File: config.mk
export PLATFORM = sky130hd
export DESIGN_NAME = lit_sphere_ordered_dither_flat
export DESIGN_NICKNAME = d
export VERILOG_FILES = /design/src/rtl/core/lsod_pkg.sv /design/src/rtl/core/lsod_stream_if.sv /design/src/rtl/core/lit_sphere_ordered_dither.sv /design/src/rtl/core/lsod_front.sv /design/src/rtl/core/lsod_root_cell.sv /design/src/rtl/core/lsod_shade.sv /design/src/flat_wrapper.sv
export SDC_FILE = /design/constraint.sdc
export NUM_CORES = 2
export LEC_CHECK = 0
export BUFFER_PORTS_ARGS = -buffer_cell sky130_fd_sc_hd__buf_2
export CAP_MARGIN = 20
export CORE_MARGIN = 2
export CORE_UTILIZATION = 36
export CTS_CLUSTER_DIAMETER = 40
export DETAILED_ROUTE_END_ITERATION = 7
export MAX_ROUTING_LAYER = met4
export SYNTH_ARGS = -nofsm -noshare
export SYNTH_HDL_FRONTEND = slang
export SYNTH_SLANG_ARGS = --single-unit
File: constraint.sdc
create_clock -name clk -period 18.55 [get_ports clk]
set_clock_uncertainty 0.2 [all_clocks]
set_input_delay 1.855 -clock clk [delete_from_list [all_inputs] [get_ports clk]]
set_output_delay 1.855 -clock clk [all_outputs]
set_load 0.02 [all_outputs]
File: src/rtl/core/lsod_pkg.sv
`timescale 1ns / 1ps
package lsod_pkg;

  // Screen size defaults.
  localparam int SCREEN_WIDTH_DEF  = 256;
  localparam int SCREEN_HEIGHT_DEF = 256;

  // Configuration register indexes.
  localparam logic CFG_LIGHT_X = 1'b0;
  localparam logic CFG_LIGHT_Z = 1'b1;

  localparam logic signed [15:0] LIGHT_X_RESET = 16'sd16384;
  localparam logic signed [15:0] LIGHT_Z_RESET = 16'sd0;

  // 1.0 and the inner radius squared (0.9801) in Q4.28.
  localparam logic [31:0] ONE_Q28  = 32'd268435456;
  localparam logic [31:0] RING_Q28 = 32'd263093590;
  localparam int Q14_MAX = 32767;

  // Number of bits in the square root and the remainder it works on.
  localparam int ROOT_W = 15;
  localparam int REM_W  = 29;

  // 8x8 Bayer matrix, indexed by {row[2:0], column[2:0]}.
  localparam logic [5:0] BAYER [64] = '{
    6'd0,  6'd48, 6'd12, 6'd60, 6'd3,  6'd51, 6'd15, 6'd63,
    6'd32, 6'd16, 6'd44, 6'd28, 6'd35, 6'd19, 6'd47, 6'd31,
    6'd8,  6'd56, 6'd4,  6'd52, 6'd11, 6'd59, 6'd7,  6'd55,
    6'd40, 6'd24, 6'd36, 6'd20, 6'd43, 6'd27, 6'd39, 6'd23,
    6'd2,  6'd50, 6'd14, 6'd62, 6'd1,  6'd49, 6'd13, 6'd61,
    6'd34, 6'd18, 6'd46, 6'd30, 6'd33, 6'd17, 6'd45, 6'd29,
    6'd10, 6'd58, 6'd6,  6'd54, 6'd9,  6'd57, 6'd5,  6'd53,
    6'd42, 6'd26, 6'd38, 6'd22, 6'd41, 6'd25, 6'd37, 6'd21
  };

  typedef struct packed {
    logic [7:0] pixel_x;
    logic [7:0] pixel_y;
  } pixel_t;

  typedef struct packed {
    logic [7:0] out_x;
    logic [7:0] out_y;
    logic       ink;
  } result_t;

  // Side data that travels with a pixel down the root chain.
  typedef struct packed {
    logic [7:0]         px;
    logic [7:0]         py;
    logic [5:0]         thr_idx;
    logic               in_disc;
    logic               ring;
    logic signed [31:0] ux;
  } tag_t;

endpackage

File: src/rtl/core/lsod_stream_if.sv
`timescale 1ns / 1ps
interface lsod_stream_if #(
  parameter type payload_t = logic
) ();
  logic     valid;
  logic     ready;
  payload_t data;

  modport source (output valid, output data, input ready);
  modport sink (input valid, input data, output ready);
endinterface

File: src/rtl/core/lit_sphere_ordered_dither.sv
`timescale 1ns / 1ps
// Lit-sphere ordered dither.
// Each transaction on the pix channel carries one pixel coordinate; the res
// channel returns one transaction per pixel, in order, with the coordinate
// and an ink bit (1 draws black). The sphere is shaded by a Lambert term from
// the light direction in light_x and light_z and dithered with an 8x8 Bayer
// matrix; a thin ring at the rim is always inked and pixels outside stay white.
// The registers are written through cfg_we, cfg_addr and cfg_data and should
// only change while no pixel is in flight.
// Throughput is one pixel per clock while the receiver takes results. A
// pixel passes three front stages (lookup, squares, radius test), a chain
// of 15 cells that each settle one bit of the square root, and two shading
// stages, the last of which is the output register.
// Every stage has its own valid bit and loads whenever its successor has
// room, so bubbles close up and new pixels are taken while a result waits.
// When the receiver stalls, the chain fills and pix ready drops once every
// stage is holding a pixel. Reset clears all valid bits and loads the
// default light direction; no pixel is lost to a stall.
module lit_sphere_ordered_dither import lsod_pkg::*; #(
  parameter int SCREEN_WIDTH  = SCREEN_WIDTH_DEF,
  parameter int SCREEN_HEIGHT = SCREEN_HEIGHT_DEF
) (
  input  logic                clk,
  input  logic                rst,
  lsod_stream_if.sink         pix,
  lsod_stream_if.source       res,
  input  logic                cfg_we,
  input  logic                cfg_addr,
  input  logic signed [15:0]  cfg_data
);

  logic signed [15:0] light_x;
  logic signed [15:0] light_z;

  // Configuration registers.
  always_ff @(posedge clk) begin
    if (rst) begin
      light_x <= LIGHT_X_RESET;
      light_z <= LIGHT_Z_RESET;
    end else if (cfg_we) begin
      case (cfg_addr)
        CFG_LIGHT_X: light_x <= cfg_data;
        CFG_LIGHT_Z: light_z <= cfg_data;
        default: ;
      endcase
    end
  end

  // Links of the root chain; link 0 is the front end output.
  logic              link_valid [ROOT_W+1];
  logic              link_ready [ROOT_W+1];
  tag_t              link_tag   [ROOT_W+1];
  logic [REM_W-1:0]  link_rem   [ROOT_W+1];
  logic [ROOT_W-1:0] link_root  [ROOT_W+1];

  pixel_t pix_data;
  assign pix_data = pix.data;

  lsod_front #(
    .SCREEN_WIDTH  (SCREEN_WIDTH),
    .SCREEN_HEIGHT (SCREEN_HEIGHT)
  ) u_front (
    .clk      (clk),
    .rst      (rst),
    .up_valid (pix.valid),
    .up_ready (pix.ready),
    .up_data  (pix_data),
    .light_x  (light_x),
    .dn_valid (link_valid[0]),
    .dn_ready (link_ready[0]),
    .dn_tag   (link_tag[0]),
    .dn_rem   (link_rem[0])
  );

  assign link_root[0] = '0;

  // The most significant root bit is settled first.
  for (genvar k = 0; k < ROOT_W; k++) begin : g_cell
    lsod_root_cell #(
      .STEP (ROOT_W - 1 - k)
    ) u_cell (
      .clk      (clk),
      .rst      (rst),
      .up_valid (link_valid[k]),
      .up_ready (link_ready[k]),
      .up_tag   (link_tag[k]),
      .up_rem   (link_rem[k]),
      .up_root  (link_root[k]),
      .dn_valid (link_valid[k+1]),
      .dn_ready (link_ready[k+1]),
      .dn_tag   (link_tag[k+1]),
      .dn_rem   (link_rem[k+1]),
      .dn_root  (link_root[k+1])
    );
  end

  result_t res_data;
  assign res.data = res_data;

  lsod_shade u_shade (
    .clk      (clk),
    .rst      (rst),
    .up_valid (link_valid[ROOT_W]),
    .up_ready (link_ready[ROOT_W]),
    .up_tag   (link_tag[ROOT_W]),
    .up_root  (link_root[ROOT_W]),
    .light_z  (light_z),
    .dn_valid (res.valid),
    .dn_ready (res.ready),
    .dn_data  (res_data)
  );

endmodule

File: src/rtl/core/lsod_front.sv
`timescale 1ns / 1ps
module lsod_front import lsod_pkg::*; #(
  parameter int SCREEN_WIDTH  = SCREEN_WIDTH_DEF,
  parameter int SCREEN_HEIGHT = SCREEN_HEIGHT_DEF
) (
  input  logic                  clk,
  input  logic                  rst,
  input  logic                  up_valid,
  output logic                  up_ready,
  input  pixel_t                up_data,
  input  logic signed [15:0]    light_x,
  output logic                  dn_valid,
  input  logic                  dn_ready,
  output tag_t                  dn_tag,
  output logic [REM_W-1:0]      dn_rem
);

  // Coordinate to Q2.14 lookup, rounded half away from zero and saturated.
  logic signed [15:0] u_tab [256];
  logic signed [15:0] v_tab [256];

  for (genvar g = 0; g < 256; g++) begin : g_tab
    localparam int UNUM = 2 * g + 1 - SCREEN_WIDTH;
    localparam int UMAG = (UNUM < 0) ? -UNUM : UNUM;
    localparam int UQ0  = (2 * UMAG * 16384 + SCREEN_WIDTH) / (2 * SCREEN_WIDTH);
    localparam int UQ   = (UQ0 > Q14_MAX) ? Q14_MAX : UQ0;
    localparam int VNUM = SCREEN_HEIGHT - 2 * g - 1;
    localparam int VMAG = (VNUM < 0) ? -VNUM : VNUM;
    localparam int VQ0  = (2 * VMAG * 16384 + SCREEN_HEIGHT) / (2 * SCREEN_HEIGHT);
    localparam int VQ   = (VQ0 > Q14_MAX) ? Q14_MAX : VQ0;
    assign u_tab[g] = 16'((UNUM < 0) ? -UQ : UQ);
    assign v_tab[g] = 16'((VNUM < 0) ? -VQ : VQ);
  end

  logic v1, v2, v3;
  logic rdy1, rdy2, rdy3;

  // Stage 1: mapped coordinates.
  logic signed [15:0] u1, s1;
  logic [7:0]         px1, py1;

  // Stage 2: squares and the light x product.
  logic [29:0]        uu2, vv2;
  logic signed [31:0] ux2;
  logic [7:0]         px2, py2;

  logic signed [31:0] uu_full, vv_full, ux_full;
  logic [31:0]        d2;

  assign rdy3     = !v3 || dn_ready;
  assign rdy2     = !v2 || rdy3;
  assign rdy1     = !v1 || rdy2;
  assign up_ready = rdy1;
  assign dn_valid = v3;

  assign uu_full = u1 * u1;
  assign vv_full = s1 * s1;
  assign ux_full = u1 * light_x;
  assign d2      = 32'(uu2) + 32'(vv2);

  always_ff @(posedge clk) begin
    if (rst) begin
      v1 <= 1'b0;
      v2 <= 1'b0;
      v3 <= 1'b0;
    end else begin
      if (rdy1) v1 <= up_valid;
      if (rdy2) v2 <= v1;
      if (rdy3) v3 <= v2;
    end
  end

  always_ff @(posedge clk) begin
    if (rdy1 && up_valid) begin
      u1  <= u_tab[up_data.pixel_x];
      s1  <= v_tab[up_data.pixel_y];
      px1 <= up_data.pixel_x;
      py1 <= up_data.pixel_y;
    end
    if (rdy2 && v1) begin
      uu2 <= uu_full[29:0];
      vv2 <= vv_full[29:0];
      ux2 <= ux_full;
      px2 <= px1;
      py2 <= py1;
    end
    if (rdy3 && v2) begin
      dn_tag.px      <= px2;
      dn_tag.py      <= py2;
      dn_tag.thr_idx <= BAYER[{py2[2:0], px2[2:0]}];
      dn_tag.in_disc <= (d2 < RING_Q28);
      dn_tag.ring    <= (d2 < ONE_Q28);
      dn_tag.ux      <= ux2;
      dn_rem         <= (d2 < RING_Q28) ? REM_W'(ONE_Q28 - d2) : '0;
    end
  end

endmodule

File: src/rtl/core/lsod_root_cell.sv
`timescale 1ns / 1ps
module lsod_root_cell import lsod_pkg::*; #(
  parameter int STEP = 0
) (
  input  logic              clk,
  input  logic              rst,
  input  logic              up_valid,
  output logic              up_ready,
  input  tag_t              up_tag,
  input  logic [REM_W-1:0]  up_rem,
  input  logic [ROOT_W-1:0] up_root,
  output logic              dn_valid,
  input  logic              dn_ready,
  output tag_t              dn_tag,
  output logic [REM_W-1:0]  dn_rem,
  output logic [ROOT_W-1:0] dn_root
);

  // One digit of a restoring square root: (r + 2^s)^2 - r^2 = r*2^(s+1) + 2^(2s).
  logic [30:0] trial;
  logic        take;

  assign trial    = (31'(up_root) << (STEP + 1)) | (31'(1) << (2 * STEP));
  assign take     = {2'b00, up_rem} >= trial;
  assign up_ready = !dn_valid || dn_ready;

  always_ff @(posedge clk) begin
    if (rst) begin
      dn_valid <= 1'b0;
    end else if (up_ready) begin
      dn_valid <= up_valid;
    end
  end

  always_ff @(posedge clk) begin
    if (up_ready && up_valid) begin
      dn_tag  <= up_tag;
      dn_rem  <= take ? (up_rem - trial[REM_W-1:0]) : up_rem;
      dn_root <= take ? (up_root | (ROOT_W'(1) << STEP)) : up_root;
    end
  end

endmodule

File: src/rtl/core/lsod_shade.sv
`timescale 1ns / 1ps
module lsod_shade import lsod_pkg::*; (
  input  logic               clk,
  input  logic               rst,
  input  logic               up_valid,
  output logic               up_ready,
  input  tag_t               up_tag,
  input  logic [ROOT_W-1:0]  up_root,
  input  logic signed [15:0] light_z,
  output logic               dn_valid,
  input  logic               dn_ready,
  output result_t            dn_data
);

  logic v1, rdy1, rdy2;

  logic signed [31:0] zl;
  logic signed [32:0] term;
  logic [REM_W-1:0]   black_next;

  logic [REM_W-1:0] black;
  logic [7:0]       px1, py1;
  logic [5:0]       tidx1;
  logic             inside1, ring1;
  logic [REM_W-1:0] thr;

  assign zl   = $signed({1'b0, up_root}) * light_z;
  assign term = 33'(up_tag.ux) + 33'(zl);

  // Clamp the Lambert term to [0, 1] and take blackness = 1 - term.
  always_comb begin
    if (term < 0) begin
      black_next = REM_W'(ONE_Q28);
    end else if (term > $signed({1'b0, ONE_Q28})) begin
      black_next = '0;
    end else begin
      black_next = REM_W'(ONE_Q28 - 32'(term));
    end
  end

  // Threshold (2t + 1) * 2^21.
  assign thr = {1'b0, tidx1, 1'b1, 21'd0};

  assign rdy2     = !dn_valid || dn_ready;
  assign rdy1     = !v1 || rdy2;
  assign up_ready = rdy1;

  always_ff @(posedge clk) begin
    if (rst) begin
      v1       <= 1'b0;
      dn_valid <= 1'b0;
    end else begin
      if (rdy1) v1 <= up_valid;
      if (rdy2) dn_valid <= v1;
    end
  end

  always_ff @(posedge clk) begin
    if (rdy1 && up_valid) begin
      black   <= black_next;
      px1     <= up_tag.px;
      py1     <= up_tag.py;
      tidx1   <= up_tag.thr_idx;
      inside1 <= up_tag.in_disc;
      ring1   <= up_tag.ring;
    end
    if (rdy2 && v1) begin
      dn_data.out_x <= px1;
      dn_data.out_y <= py1;
      dn_data.ink   <= inside1 ? (black > thr) : ring1;
    end
  end

endmodule

File: src/flat_wrapper.sv
// flat-port wrapper written by rule: the top's interface ports become plain ports
module lit_sphere_ordered_dither_flat import lsod_pkg::*;
#(
  parameter int SCREEN_WIDTH  = SCREEN_WIDTH_DEF,
  parameter int SCREEN_HEIGHT = SCREEN_HEIGHT_DEF
)
  (clk, rst, cfg_we, cfg_addr, cfg_data, pix_valid, pix_data, pix_ready, res_valid, res_data, res_ready);
  lsod_stream_if #(.payload_t(pixel_t)) pix_i ();
  lsod_stream_if #(.payload_t(result_t)) res_i ();
  input  logic clk;
  input  logic rst;
  input  logic cfg_we;
  input  logic cfg_addr;
  input  logic signed [15:0] cfg_data;
  input wire logic [$bits(pix_i.valid)-1:0] pix_valid;
  input wire logic [$bits(pix_i.data)-1:0] pix_data;
  output wire logic [$bits(pix_i.ready)-1:0] pix_ready;
  output wire logic [$bits(res_i.valid)-1:0] res_valid;
  output wire logic [$bits(res_i.data)-1:0] res_data;
  input wire logic [$bits(res_i.ready)-1:0] res_ready;
  assign pix_i.valid = pix_valid;
  assign pix_i.data = pix_data;
  assign pix_ready = pix_i.ready;
  assign res_valid = res_i.valid;
  assign res_data = res_i.data;
  assign res_i.ready = res_ready;
  lit_sphere_ordered_dither #(.SCREEN_WIDTH(SCREEN_WIDTH), .SCREEN_HEIGHT(SCREEN_HEIGHT)) u_core (.clk(clk), .rst(rst), .pix(pix_i), .res(res_i), .cfg_we(cfg_we), .cfg_addr(cfg_addr), .cfg_data(cfg_data));
endmodule
==> summary.txt <==
Floorplan
  – # IOs: 57
  – Row Count: 164
  – Die width: 452.6 um
  – Initial core utilization: 36.25%
  – Overall die area: 204,800 um^2
  – Die height: 452.6 um
  – Core Box Area: 199,900 um^2

CTS
  – CTS max path bufs: 3
  – Root buf cell: clkbuf_16
  – Total CTS buffers: 179
  – Register clock-pin slew on the reported worst setup and hold paths: 0.06 ns
  – CTS tree: yes
  – Cts hold-fix bufs: 0
  – Setup Buffers After CTS: 0
  – Clk Latency, worst-skew pair: 0.80 ns
  – Clock sink total: 1,360
  – Post-cts repair resize count: 0
  – H-tree levels: 4

Layout
  – Most common cell after layout, fill and taps aside: edfxtp_1
  – Design area: 82,240 um^2
  – Fraction of layout cells with a size suffix above 1: 8.881%
  – Final nets: 6,533
  – Synth-to-Final Area Change: 13.53%
  – Final core utilization: 41.15%
  – Commonest non-fill, non-tap cells in the layout: edfxtp_1, inv_1, fa_1, ha_1, nand2_1

STA
  – Least-Margin Pin Slew: 1.080 ns
  – Fmax: 0.1261 GHz
  – Final-report hold violation count: 0
  – Fin. max-slew vios: 0
  – Final setup viols: 0
  – Fin crit share: 42.76%
  – Setup TNS: 0 ns
  – RSZ-0062 raised after global routing: false
  – Minimum clock period: 7.932 ns
  – Worst setup margin: 10.62 ns
  – Max_slew headroom: 28.03%

Drt
  – 1st-iter DRT viols: 2,147
  – Post-route DRC: 0
  – Via count: 38,210
  – DR pass1 iterations: 5
  – Vias per cell: 4.591
  – Post-route ant nets: 0
  – Total length of routed wires: 130,100 um
  – Drt wl/cell: 15.63 um

Worst hold path
  – Hold Crit Depth: 0
  – Worst min-delay path class: reg2reg

Global routing
  – Global-route wire length before repair: 215,100 um
  – Initial antenna violation count: 4
  – Largest net degree at the start of global routing: 75
  – All-layer global routing usage: 13.57%
  – Grt ovf: 0
  – Vias in the first global route: 41,390

Synth
  – Number of flops mapped to enable cells by yosys: 1,308
  – Synth Area per Inst: 13.56 um^2
  – Ys flop type: edfxtp_1
  – Synthesized flop and latch total: 1,360
  – Synth async-reset ratio: 0%
  – Top-area cell type share of the netlist area: 54.22%
  – Yosys warns: 0
  – Post-Syn Area: 72,440 um^2
  – Seq/Total Area, Yosys: 55.66%
  – Largest cells by area after synthesis: edfxtp_1, fa_1, ha_1
  – Post-synth top area cell: edfxtp_1
  – Syn Inst Count: 5,341
  – Yosys cell types: 91

Worst setup path
  – Critical path data required time: 18.98 ns
  – FF-to-FF path depth: 22
  – R2r setup slk: 10.62 ns
  – CP Capture Type: flip-flop
  – Critical path launch point type: flip-flop
  – Crit path kind: reg2reg
  – Critical Path Fanout Max: 24
  – Worst EP arrival: 8.36 ns

Flow run
  – Number of max-cap violations: 0

Place
  – Global placement routability congestion: 0.8337
  – Post-DP HPWL: 95,310 um
  – Port Buffers: 56
  – DP Worst Slack: 10.35 ns
  – Area after DPL: 76,040 um^2

Power and ir drop
  – Pleak: 0.03245 uW
  – Pwr Density: 124.9 nW/um^2
  – Peak VDD IR: 0.1803 mV

Status
  – Status: finished, final reports clean
[logic make-up (layout without fill, tap and decap cells)]
logic type | after synthesis | in the layout | share of synthesized area, %
compound gates | 543 | 543 | 4.815
xor+xnor | 280 | 280 | 3.385
fa+ha+maj | 987 | 987 | 22.51
buf+inv | 921 | 1243 | 4.843
flops | 1360 | 1360 | 55.66
mux | 24 | 24 | 0.3644
other cells | 1 | 4 | 0.005177
simple gates | 1225 | 1225 | 8.420
[registers in the layout, summed over array words and instances (netlist names), 17 cells and up]
| register | cells |
|---|---|
| u_core.u_front.ux2 | 26 |
| u_core.g_cell.u_cell.dn_tag | 705 |
| u_core.g_cell.u_cell.dn_root | 120 |
| u_core.u_shade.black | 29 |
| u_core.u_shade.dn_data | 17 |
| u_core.g_cell.u_cell.dn_rem | 255 |
| u_core.u_front.dn_tag | 47 |
[metal layers]
layer  global-route usage (%)  vias up  wire length (um)
met2                    23.43      514             65820
met4                    3.698        0              2578
met5                        -        -                 0
met1                    16.50    18940             56950
li1                         -    18570                 -
met3                    2.090      184              4734
[final timing paths]
| kind | start | endpoint |
|---|---|---|
| max reg2reg | u_core.g_cell[14].u_cell.dn_root[8]$_DFFE_PP_ | u_core.u_shade.black[13]$_SDFFCE_PP0P_ |
| min | u_core.g_cell[2].u_cell.dn_tag[53]$_DFFE_PP_ | u_core.g_cell[3].u_cell.dn_tag[53]$_DFFE_PP_ |
| max | u_core.g_cell[14].u_cell.dn_root[8]$_DFFE_PP_ | u_core.u_shade.black[13]$_SDFFCE_PP0P_ |
| min reg2reg | u_core.g_cell[2].u_cell.dn_tag[53]$_DFFE_PP_ | u_core.g_cell[3].u_cell.dn_tag[53]$_DFFE_PP_ |
[layout make-up]
cell class,count,area (um^2)
diodes,2,5.005
clock buffers,193,4584
clock inverters,144,1587
fillers,18300,117600
inverters,812,3048
multi-input cells,3061,28800
flip-flops and latches,1360,40320
well taps,2656,3323
repair buffers,94,578.1
[through the flow]
stage	power [uW]	cells	hold slack [ns]
CTS	10440	8318	0.1764
detailed placement	6957	7981	0.2045
floorplan	6358	5342	0.2003
global placement	6922	7981	0.2004
finish	10270	8322	0.1744
global route	11060	8322	0.1762
[critical path: stages, from the launching register on]
cell      delay (ns)
edfxtp_1        0.72
and2_1          0.33
fa_1            0.54
inv_1           0.06
fa_1            0.51
fa_1            0.52
inv_1           0.05
fa_1            0.48
fa_1            0.56
inv_1           0.06
fa_1            0.53
inv_1           0.04
ha_1            0.43
a41o_1          0.30
a221oi_2        0.36
o31ai_2         0.18
a41oi_2         0.34
o211ai_1        0.23
o31a_1          0.30
a221oi_2        0.39
o211ai_4        0.20
buf_12          0.22
nor3_1          0.19
[cells in the mapped netlist, drive strengths merged (10+ instances only)]
library cell,n
edfxtp,1308
inv,812
fa,527
ha,460
nand2,415
nor2,241
and2,206
a21oi,176
xnor2,174
o21ai,126
xor2,106
clkbuf,99
nor3,78
a21o,60
dfxtp,52
nor2b,46
nand3,45
nand2b,43
nor4,34
o21a,29
o21bai,28
nand4,21
or3,20
a211oi,19
mux2,19
and3,17
o31ai,17
or4,15
or2,14
a21boi,10
a31oi,10
buf,10
[power by group]
part           internal, uW  leakage [uW]  switching [uW]  total, uW
clock network          1980       0.00295            1420       3400
logic                  1470        0.0172            1800       3260
registers              3570        0.0123            44.6       3610
total                  7010        0.0325            3260      10300
Power figures use the tool's default switching activity.
